==> config.mk <==
export PLATFORM = sky130hd
export DESIGN_NAME = tcw_ctrl
export DESIGN_NICKNAME = d
export VERILOG_FILES = /design/src/hw/rtl/tcw_pkg.sv /design/src/hw/rtl/tcw_ctrl.sv
export SDC_FILE = /design/constraint.sdc
export NUM_CORES = 1
export LEC_CHECK = 0
export BUFFER_PORTS_ARGS = -buffer_cell sky130_fd_sc_hd__buf_4
export CORE_AREA = 2 2 39 41
export CTS_BUF_LIST = sky130_fd_sc_hd__clkbuf_4 sky130_fd_sc_hd__clkbuf_8
export CTS_CLUSTER_SIZE = 10
export DETAILED_ROUTE_END_ITERATION = 10
export DIE_AREA = 0 0 41 43
export GPL_ROUTABILITY_DRIVEN = 0
export PLACE_DENSITY = 0.54
export SETUP_SLACK_MARGIN = 0.15
export SYNTH_ARGS = -nofsm -noshare
export SYNTH_HDL_FRONTEND = slang
export SYNTH_SLANG_ARGS = --single-unit
==> constraint.sdc <==
create_clock -name clock -period 2 [get_ports clock]
set_input_delay 0.4 -clock clock [delete_from_list [all_inputs] [get_ports clock]]
set_output_delay 0.4 -clock clock [all_outputs]
set_load 0.02 [all_outputs]
==> src/hw/rtl/tcw_pkg.sv <==
// tcw_pkg: screen geometry, field widths, command codes and the control and
// status structs shared by the console writer controller and datapath.
// No dependencies.
package tcw_pkg;

   localparam int unsigned SCREEN_WIDTH  = 80;
   localparam int unsigned SCREEN_HEIGHT = 25;
   localparam int unsigned TAB_STEP      = 8;

   localparam int unsigned CELL_COUNT = SCREEN_WIDTH * SCREEN_HEIGHT;
   localparam int unsigned ADDR_W     = $clog2(CELL_COUNT);
   localparam int unsigned CNT_W      = $clog2(CELL_COUNT + 1);

   localparam int unsigned CMD_W   = 2;
   localparam int unsigned CHAR_W  = 8;
   localparam int unsigned CELL_W  = 16;
   localparam int unsigned INDEX_W = 11;
   localparam int unsigned ROW_W   = 5;
   localparam int unsigned COL_W   = 7;
   localparam int unsigned POS_W   = ROW_W + COL_W;
   localparam int unsigned RPOS_W  = 16;

   localparam logic [CHAR_W-1:0] CHAR_TAB     = 8'd9;
   localparam logic [CHAR_W-1:0] CHAR_NEWLINE = 8'd10;
   localparam logic [CHAR_W-1:0] CHAR_RETURN  = 8'd13;
   localparam logic [CELL_W-1:0] CELL_SPACE   = 16'h0020;

   typedef enum logic [CMD_W-1:0] {
      CMD_PUT        = 2'd0,
      CMD_READ       = 2'd1,
      CMD_SET_CURSOR = 2'd2,
      CMD_BACKSPACE  = 2'd3
   } cmd_type;

   typedef enum logic [1:0] {
      SWEEP_CLEAR_ALL = 2'd0,
      SWEEP_CLEAR_ROW = 2'd1,
      SWEEP_SCROLL    = 2'd2
   } sweep_kind_type;

   typedef struct packed {
      logic           capture;
      logic           decode;
      logic           char_step;
      logic           sweep_start;
      sweep_kind_type sweep_kind;
      logic           sweep_run;
      logic           finish;
   } ctl_type;

   typedef struct packed {
      cmd_type cmd;
      logic    need_scroll;
      logic    is_return;
      logic    sweep_done;
   } stat_type;

endpackage

==> src/hw/rtl/tcw_ctrl.sv <==
// tcw_ctrl: console writer sequencer; steps each command through decode
// and finish, a put also through character and maybe sweep. Depends on tcw_pkg.
module tcw_ctrl
   import tcw_pkg::*;
(
   input  logic     clock,
   input  logic     reset,
   input  logic     start,
   input  stat_type stat,
   output ctl_type  ctl,
   output logic     busy,
   output logic     rsp_strobe
);

   typedef enum logic [2:0] {
      S_IDLE,
      S_DECODE,
      S_CHAR,
      S_SWEEP,
      S_FINISH
   } state_type;

   state_type state_ff, state_in;
   state_type after_ff, after_in;
   logic      busy_ff;
   logic      strobe_ff;

   always_comb begin
      state_in = state_ff;
      after_in = after_ff;
      ctl      = '0;
      case (state_ff)
         S_IDLE: begin
            if (start && !busy_ff) begin
               ctl.capture = 1'b1;
               state_in    = S_DECODE;
            end
         end
         S_DECODE: begin
            ctl.decode = 1'b1;
            if (stat.cmd == CMD_PUT) begin
               if (stat.need_scroll) begin
                  ctl.sweep_start = 1'b1;
                  ctl.sweep_kind  = SWEEP_SCROLL;
                  after_in        = S_CHAR;
                  state_in        = S_SWEEP;
               end else begin
                  state_in = S_CHAR;
               end
            end else begin
               state_in = S_FINISH;
            end
         end
         S_CHAR: begin
            ctl.char_step = 1'b1;
            if (stat.is_return) begin
               ctl.sweep_start = 1'b1;
               ctl.sweep_kind  = SWEEP_CLEAR_ROW;
               after_in        = S_FINISH;
               state_in        = S_SWEEP;
            end else begin
               state_in = S_FINISH;
            end
         end
         S_SWEEP: begin
            ctl.sweep_run = 1'b1;
            if (stat.sweep_done) begin
               state_in = after_ff;
            end
         end
         S_FINISH: begin
            ctl.finish = 1'b1;
            state_in   = S_IDLE;
         end
         default: begin
            state_in = S_IDLE;
         end
      endcase
   end

   // reset starts with the screen clearing sweep
   always_ff @(posedge clock) begin
      if (reset) begin
         state_ff  <= S_SWEEP;
         after_ff  <= S_IDLE;
         busy_ff   <= 1'b1;
         strobe_ff <= 1'b0;
      end else begin
         state_ff  <= state_in;
         after_ff  <= after_in;
         busy_ff   <= (state_in != S_IDLE);
         strobe_ff <= ctl.finish;
      end
   end

   assign busy       = busy_ff;
   assign rsp_strobe = strobe_ff;

   a_busy_idle: assert property (@(posedge clock) disable iff (reset)
      !busy_ff |-> (state_ff == S_IDLE))
      else $error("busy low outside idle");

   a_accept_decode: assert property (@(posedge clock) disable iff (reset)
      (start && !busy_ff) |=> (busy_ff && state_ff == S_DECODE))
      else $error("accepted transfer not decoded");

   a_strobe_single: assert property (@(posedge clock) disable iff (reset)
      strobe_ff |=> !strobe_ff)
      else $error("result strobe longer than one cycle");

endmodule

=== Word-level counts from Yosys, hierarchy flattened ===
Cells that the tools add are included.

* Register bits: 8
* Output and inout port bits: 10
* Logic and storage cells: 38

* Eq/ne operators: 7
* Multiplexer cells: 20
* Reductions and logical operators: 7

{| class="wikitable"
|+ Operators with widths
! cell !! count
|-
| two-way mux 3 bit || 10
|-
| case mux 3 bit (2 select lines) || 2
|-
| case mux 3 bit (4 select lines) || 1
|-
| two-way mux 1 bit || 7
|-
| equality test 3 x 2 -> 1 bit, second input constant || 2
|-
| inequality test 2 bit, second input constant || 3
|-
| AND reduction 4 bit || 1
|-
| equality test 3 x 1 -> 1 bit, second input constant || 1
|-
| equality test 3 bit, second input constant || 1
|-
| logical NOT 3 bit || 1
|-
| nonzero test 3 bit || 1
|-
| logical NOT 2 bit || 1
|-
| nonzero test 2 bit || 1
|-
| logical AND 1 bit || 1
|-
| logical NOT 1 bit || 1
|}

=== Depth between registers and ports, before layout ===
Gate-level depths: netlist (run 1).

* Depth in word-level cells: 5
* Depth in mapped cells: 6
* Gate-level depth less buffers: 5

=== Worst setup path after synthesis (run 1) ===
No wires, ideal clock.

* Path type: register -> output
* Start: register state_ff[0]
* End: output ctl[4] (netlist bit)
* Data arrival time: 1682 ps
* Slack: -82 ps
* Cell stages (with the launch flop): 4
* Buffers on the path: 1
* Path through: dfxtp_1 buf_6 nor4bb_1 or2b_1

{| class="wikitable"
|+ RTL lines
! what !! line !! RTL
|-
| start: declaration || tcw_ctrl.sv:23 || <nowiki>state_type state_ff, state_in;</nowiki>
|-
| start signal: assignment || tcw_ctrl.sv:89 || <nowiki>state_ff <= state_in;</nowiki>
|-
| end: declaration || tcw_ctrl.sv:10 || <nowiki>output ctl_type ctl,</nowiki>
|}

=== Final worst setup path (run 1) ===
* Start: register state_ff[2]
* End: register busy_ff, in the netlist busy

* Word-level cells in the longest chain between the ends: 3
* Elaborated cells between the ends (all ways): 8
* Those cells by class: 3 x eq/ne; 3 x mux; 2 x reduce/logical

{| class="wikitable"
|+ RTL lines
! what !! line !! RTL
|-
| equality test 3 x 2 -> 1 bit, or another cell as far along || tcw_ctrl.sv:32 || <nowiki>case (state_ff)</nowiki>
|-
| case mux 3 bit (4 select lines) * || tcw_ctrl.sv:32 ||
|-
| nonzero test 3 bit * || tcw_ctrl.sv:91 || <nowiki>busy_ff <= (state_in != S_IDLE);</nowiki>
|-
| end signal: assignment || tcw_ctrl.sv:91 ||
|-
| end: declaration || tcw_ctrl.sv:25 || <nowiki>logic busy_ff;</nowiki>
|}

Mark *: on every way between the ends. The rest lies on a longest branch, timed or not.
A chain may end at the register's enable or synchronous reset.

==> results_dict.tcl, run 1 <==
set metrics [dict create \
    setup_ws_ps 218 \
    area_growth_pct 54.7 \
    drive_above_1_share_pct 55.0 \
    drc 0 \
    cp-end-kind "flip-flop" \
    numCtsBuffers 3 \
    crit_fanout 7 \
    nets 69 \
    cap_violations 0 \
    ioPinCount 18 \
    ys_warn_count 0 \
    hold_violations 0 \
    synth-simple-area-share_pct 45.3 \
    drt_iter0_drc 1 \
    pre_cts_ws_ps 264 \
    insertion_delay_ps 250 \
    dieArea_um2 1760 \
    p_int_uw 318 \
    syn_area_per_cell_um2 9.21 \
    overflow 0 \
    slew_viol_final 0 \
    clkPwrFrac_pct 30.7 \
    fp-row-count 14 \
    worstMarginPinSlew_ps 344 \
    seq_area_um2 141 \
    grtUsageTotal_pct 11.8 \
    p_per_area_nw_per_um2 814 \
    tns_ps 0 \
    start_kind "flip-flop" \
    fmax_ghz 0.561 \
    drt-wirelength-per-cell_um 11.3 \
    synth_top_family_by_area "simple AND/OR/NAND/NOR gates" \
    synth-adder-area-share_pct 0 \
    status "finished clean" \
    root_buffer "clkbuf_4" \
    sw_frac_of_total_pct 29.6 \
    dp_hpwl_um 650 \
    portBuffers 17 \
    rsz0062_at_grt "yes" \
    start_util_pct 25.9 \
    synthXorXnorAreaFrac_pct 0 \
    layout_common_cells "buf_4, dfxtp_1, nor2_1" \
    grt_max_degree 10 \
    vias 344 \
    combPwrFrac_pct 29.7 \
    wl_um 862 \
    n_fill_cell 143 \
    grt_pass1_wl_mm 1.29 \
    cts_max_level 1 \
    cts_tree "done" \
    synth_compound_area_share_pct 8.36 \
    relSlewSlack_pct 77.0 \
    routed_via_density 4.53 \
    syn_nets 47 \
    cp.arrival_ps 1910 \
    period_needed_ps 1780 \
    min_path_type "in2reg" \
    synthMuxAreaShare_pct 0 \
    finalCritPeriodShare_pct 89.1 \
    switching_power_uw 134 \
    crit_required_ps 2120 \
    ant_nets 0 \
    cts.hold.buffers_added 0 \
    finalClockSkew_ps 4.31 \
    netlist_instances 39 \
    die_x_um 41 \
    multi_input_area_um2 214 \
    first_pass_iters 4 \
    core_area_um2 1380 \
    p_leak_nw 0.258 \
    criticalPathCategory "reg2reg" \
    finalSetupViolations 0 \
    clkTransAtPathRegs_ps 50 \
    clockBufferDepth 2 \
    die_h_um 43 \
    fin_util_pct 40.1 \
    yosysUniqueCellTypes 25 \
    cts.sinks 7 \
    grt_pass1_vias 326 \
    n_antenna_cell 0 \
    synth-seq-cells 7 \
    yosysSeqAreaShare_pct 39.0 \
    power.ir.vdd_worst_mv 0.310 \
    final_common_cell "buf_4" \
    antenna_found_initial 0 \
    syn_area_um2 359 \
    p_seq_share_pct 39.6 \
]
[critical path, stage by stage, from the launching register on]
cell      delay (ps)
dfxtp_1          520
nor4bb_4         100
buf_4            160
or4_4            520
or3_1            350
[path summary, 6_finish.rpt]
kind	start	endpoint	slack, ps	cells after the start
worst max register to register	state_ff[2]	busy	220	4
worst min-delay path	reset	rsp_strobe	340	2
worst min register to register	after_ff[1]	after_ff[1]	470	1
worst max-delay path	state_ff[2]	busy	220	4
[Yosys cell counts, drive strengths merged]
cell type | number | area share, %
a21oi | 2 | 2.8
and3 | 1 | 2.1
buf | 2 | 5.2
dfxtp | 7 | 39
inv | 2 | 2.1
nand2 | 1 | 1.0
nand2b | 1 | 1.7
nand3 | 1 | 2.8
nand3b | 1 | 2.1
nor2 | 5 | 5.2
nor2b | 3 | 5.2
nor3b | 3 | 9.4
nor4 | 1 | 1.7
nor4bb | 1 | 2.8
o211ai | 1 | 2.1
o21a | 1 | 2.1
o21ai | 1 | 1.4
or2 | 1 | 1.7
or2b | 1 | 2.1
or3 | 1 | 1.7
or3b | 1 | 2.4
or4 | 1 | 3.1
[routing by layer]
metal | up-vias | share of wire [%] | global-route usage [%]
li1 | 177 | - | -
met1 | 153 | 40 | 12.0
met2 | 14 | 52 | 16.3
met3 | 0 | 7.9 | 5.24
met4 | 0 | 0 | 12.0
met5 | - | 0 | 0
[cells by family after synthesis]
group                  after synthesis
AO/OA/AOI/OAI                        5
buffers and inverters                4
flip-flops                           7
AND/OR/NAND/NOR                     23
[power groups by stage]
stage | registers (mW) | clock network [mW] | logic, mW
2_1_floorplan | 0.174 | 0 | 0.0866
3_3_place_gp | 0.179 | 0 | 0.126
3_5_place_dp | 0.178 | 0 | 0.125
4_1_cts | 0.178 | 0.145 | 0.128
5_1_grt | 0.181 | 0.157 | 0.147
6_report | 0.179 | 0.139 | 0.134
[through the flow]
step | power, mW | hold WS, ps | area (µm²) | std cells
after floorplan | 0.260 | 441 | 365 | 39
after global placement | 0.304 | 451 | 494 | 70
after detailed placement | 0.303 | 463 | 494 | 70
after CTS | 0.451 | 335 | 534 | 74
after global routing | 0.486 | 331 | 556 | 76
final | 0.452 | 343 | 556 | 76
[sequential cells by signal (all words and copies together), names as in the netlist]
name and flops:
busy 1, rsp_strobe 1, state_ff 3, after_ff 2
[timing repair]
item	4_1_cts	5_1_grt
endpoints found under the hold margin	0	0
buffers inserted	0	2
resized for setup	2	1
gates cloned	0	0
endpoints found under the setup margin	2	2
[final cells by class]
cell class	count	area share [%]
Tap cell	16	3.60
Inverter	2	1.35
Sequential cell	7	25.5
Clock buffer	4	5.41
Multi-Input combinational cell	28	38.5
Timing Repair Buffer	19	25.7
Note: power is estimated with default switching activity, not from simulation.
==> run 2: changes to the inputs <==
- PLACE_DENSITY: 0.54 -> not set
- PLACE_DENSITY_LB_ADDON: not set -> 0.05
==> results_dict.tcl, run 2 (synthesis results as in run 1) <==
set metrics [dict create \
    n_fill_cell 155 \
    cts.sinks 7 \
    vias 350 \
    finalClockSkew_ps 1.72 \
    r2r_slack_ps 220 \
    tns_ps 0 \
    power.ir.vdd_worst_mv 0.361 \
    grt_pass1_vias 335 \
    min_to "rsp_strobe" \
    status "finished clean" \
    clkTransAtPathRegs_ps 50 \
    core_area_um2 1380 \
    grt_use_met2_pct 15.9 \
    p_leak_nw 0.253 \
    busiest_layer "met2" \
    fmax_ghz 0.563 \
    cp.arrival_ps 1380 \
    routed_via_density 4.67 \
    top_regs "state_ff (3), after_ff (2)" \
    grtUsageMet1_pct 15.5 \
    dieArea_um2 1760 \
    place_area_um2 494 \
    cts_max_level 1 \
    grt_pass1_wl_mm 1.42 \
    multi_input_area_um2 208 \
    drt_iter0_drc 3 \
    r2r-end "busy" \
    cts_tree "done" \
    rsz0062_at_grt "no" \
    root_buffer "clkbuf_4" \
    start_util_pct 25.9 \
    n_antenna_cell 0 \
    fin_cells 75 \
    area_growth_pct 51.6 \
    grtUsageTotal_pct 11.5 \
    period_needed_ps 1780 \
    min_from "reset" \
    min_path_type "in2reg" \
    drt-wirelength-per-cell_um 11.8 \
    finalCritPeriodShare_pct 88.9 \
    portBuffers 17 \
    antenna_found_initial 0 \
    fp-row-count 14 \
    ioPinCount 18 \
    clockBufferDepth 2 \
    cts.hold.buffers_added 0 \
    cap_violations 0 \
    insertion_delay_ps 240 \
    gr-usage-met3_pct 4.71 \
    drive_above_1_share_pct 52.5 \
    criticalPathCategory "reg2out" \
    seq_area_um2 144 \
    crit_fanout 7 \
    largest_reg_flops 3 \
    hold_depth 2 \
    overflow 0 \
    wl_um 887 \
    die_h_um 43 \
    max_stage_delay_ps 540 \
    numCtsBuffers 3 \
    max_flop_register "state_ff" \
    die_x_um 41 \
    p_per_area_nw_per_um2 823 \
    final_cell_area_um2 544 \
    worstMarginPinSlew_ps 380 \
    ant_nets 0 \
    drc 0 \
    final_common_cell "buf_4" \
    relSlewSlack_pct 74.4 \
    cpMaxStageDelayCell "dfxtp_1" \
    cp_cell_sequence "nor3b_4 -> nand3_2 -> or2b_1 -> buf_4" \
    reg2reg_from "state_ff[2]" \
    r2r_cells 5 \
    dp_hpwl_um 691 \
    layout_common_cells "buf_4, dfxtp_1, nor2_1" \
    slew_viol_final 0 \
    nets 68 \
    finalSetupViolations 0 \
    cp-end-kind "output pin" \
    start_kind "flip-flop" \
    first_pass_iters 3 \
    grt_max_degree 10 \
    crit_required_ps 1600 \
    dp.cells 70 \
    hold_violations 0 \
]
## run 2: worst max path at each step
stage | endpoint | startpoint | depth (start not counted)
global placement | busy | stat[1] | 4
CTS | busy | state_ff[2] | 5
detailed placement | busy | stat[1] | 4
finish | ctl[4] | state_ff[2] | 4
floorplan | ctl[4] | state_ff[0] | 3
global route | busy | state_ff[2] | 5
## run 2: worst max-delay path, delay by kind of cell, from the launching register on
| kind | cells | cell delay (ps) |
|---|---|---|
| flops | 1 | 540 |
| simple gates | 3 | 440 |
| buf+inv | 1 | 150 |
## run 2: repair_timing
| item | in CTS | in global routing |
|---|---|---|
| resized for setup | 2 | 1 |
| endpoints found under the setup margin | 1 | 1 |
| cloned | 0 | 0 |
| hold endpoints to repair | 0 | 0 |
| setup buffers | 0 | 1 |
## run 2: stage by stage
step / util (%) / total power [mW] / setup slack [ps] / hold slack, ps
6_report: 39.3 / 0.448 / 223 / 351
2_1_floorplan: - / 0.260 / 223 / 441
3_5_place_dp: 35.7 / 0.304 / 274 / 455
5_1_grt: 39.3 / 0.473 / 157 / 353
3_3_place_gp: 35.7 / 0.303 / 287 / 449
4_1_cts: 38.6 / 0.451 / 211 / 352
## run 2: layer usage
metal | vias up | wire, µm | share of wire, %
li1 | 176 | - | -
met1 | 162 | 407 | 46
met2 | 10 | 401 | 45
met3 | 2 | 74 | 8.3
met4 | 0 | 4 | 0.45
met5 | - | 0 | 0
## run 2: power by group
group	switching (mW)	internal (mW)	leakage, nW	total (mW)
sequential	0.0243	0.155	0.0579	0.179
combinational	0.0599	0.0707	0.177	0.131
clock	0.0489	0.0895	0.0184	0.138
total	0.133	0.315	0.253	0.448
## run 2: cell type report
| cell class | instances | area share [%] |
|---|---|---|
| multi-input cells | 28 | 38.2 |
| flip-flops and latches | 7 | 26.4 |
| repair buffers | 18 | 24.8 |
| clock buffers | 4 | 5.52 |
| well taps | 16 | 3.68 |
| inverters | 2 | 1.38 |
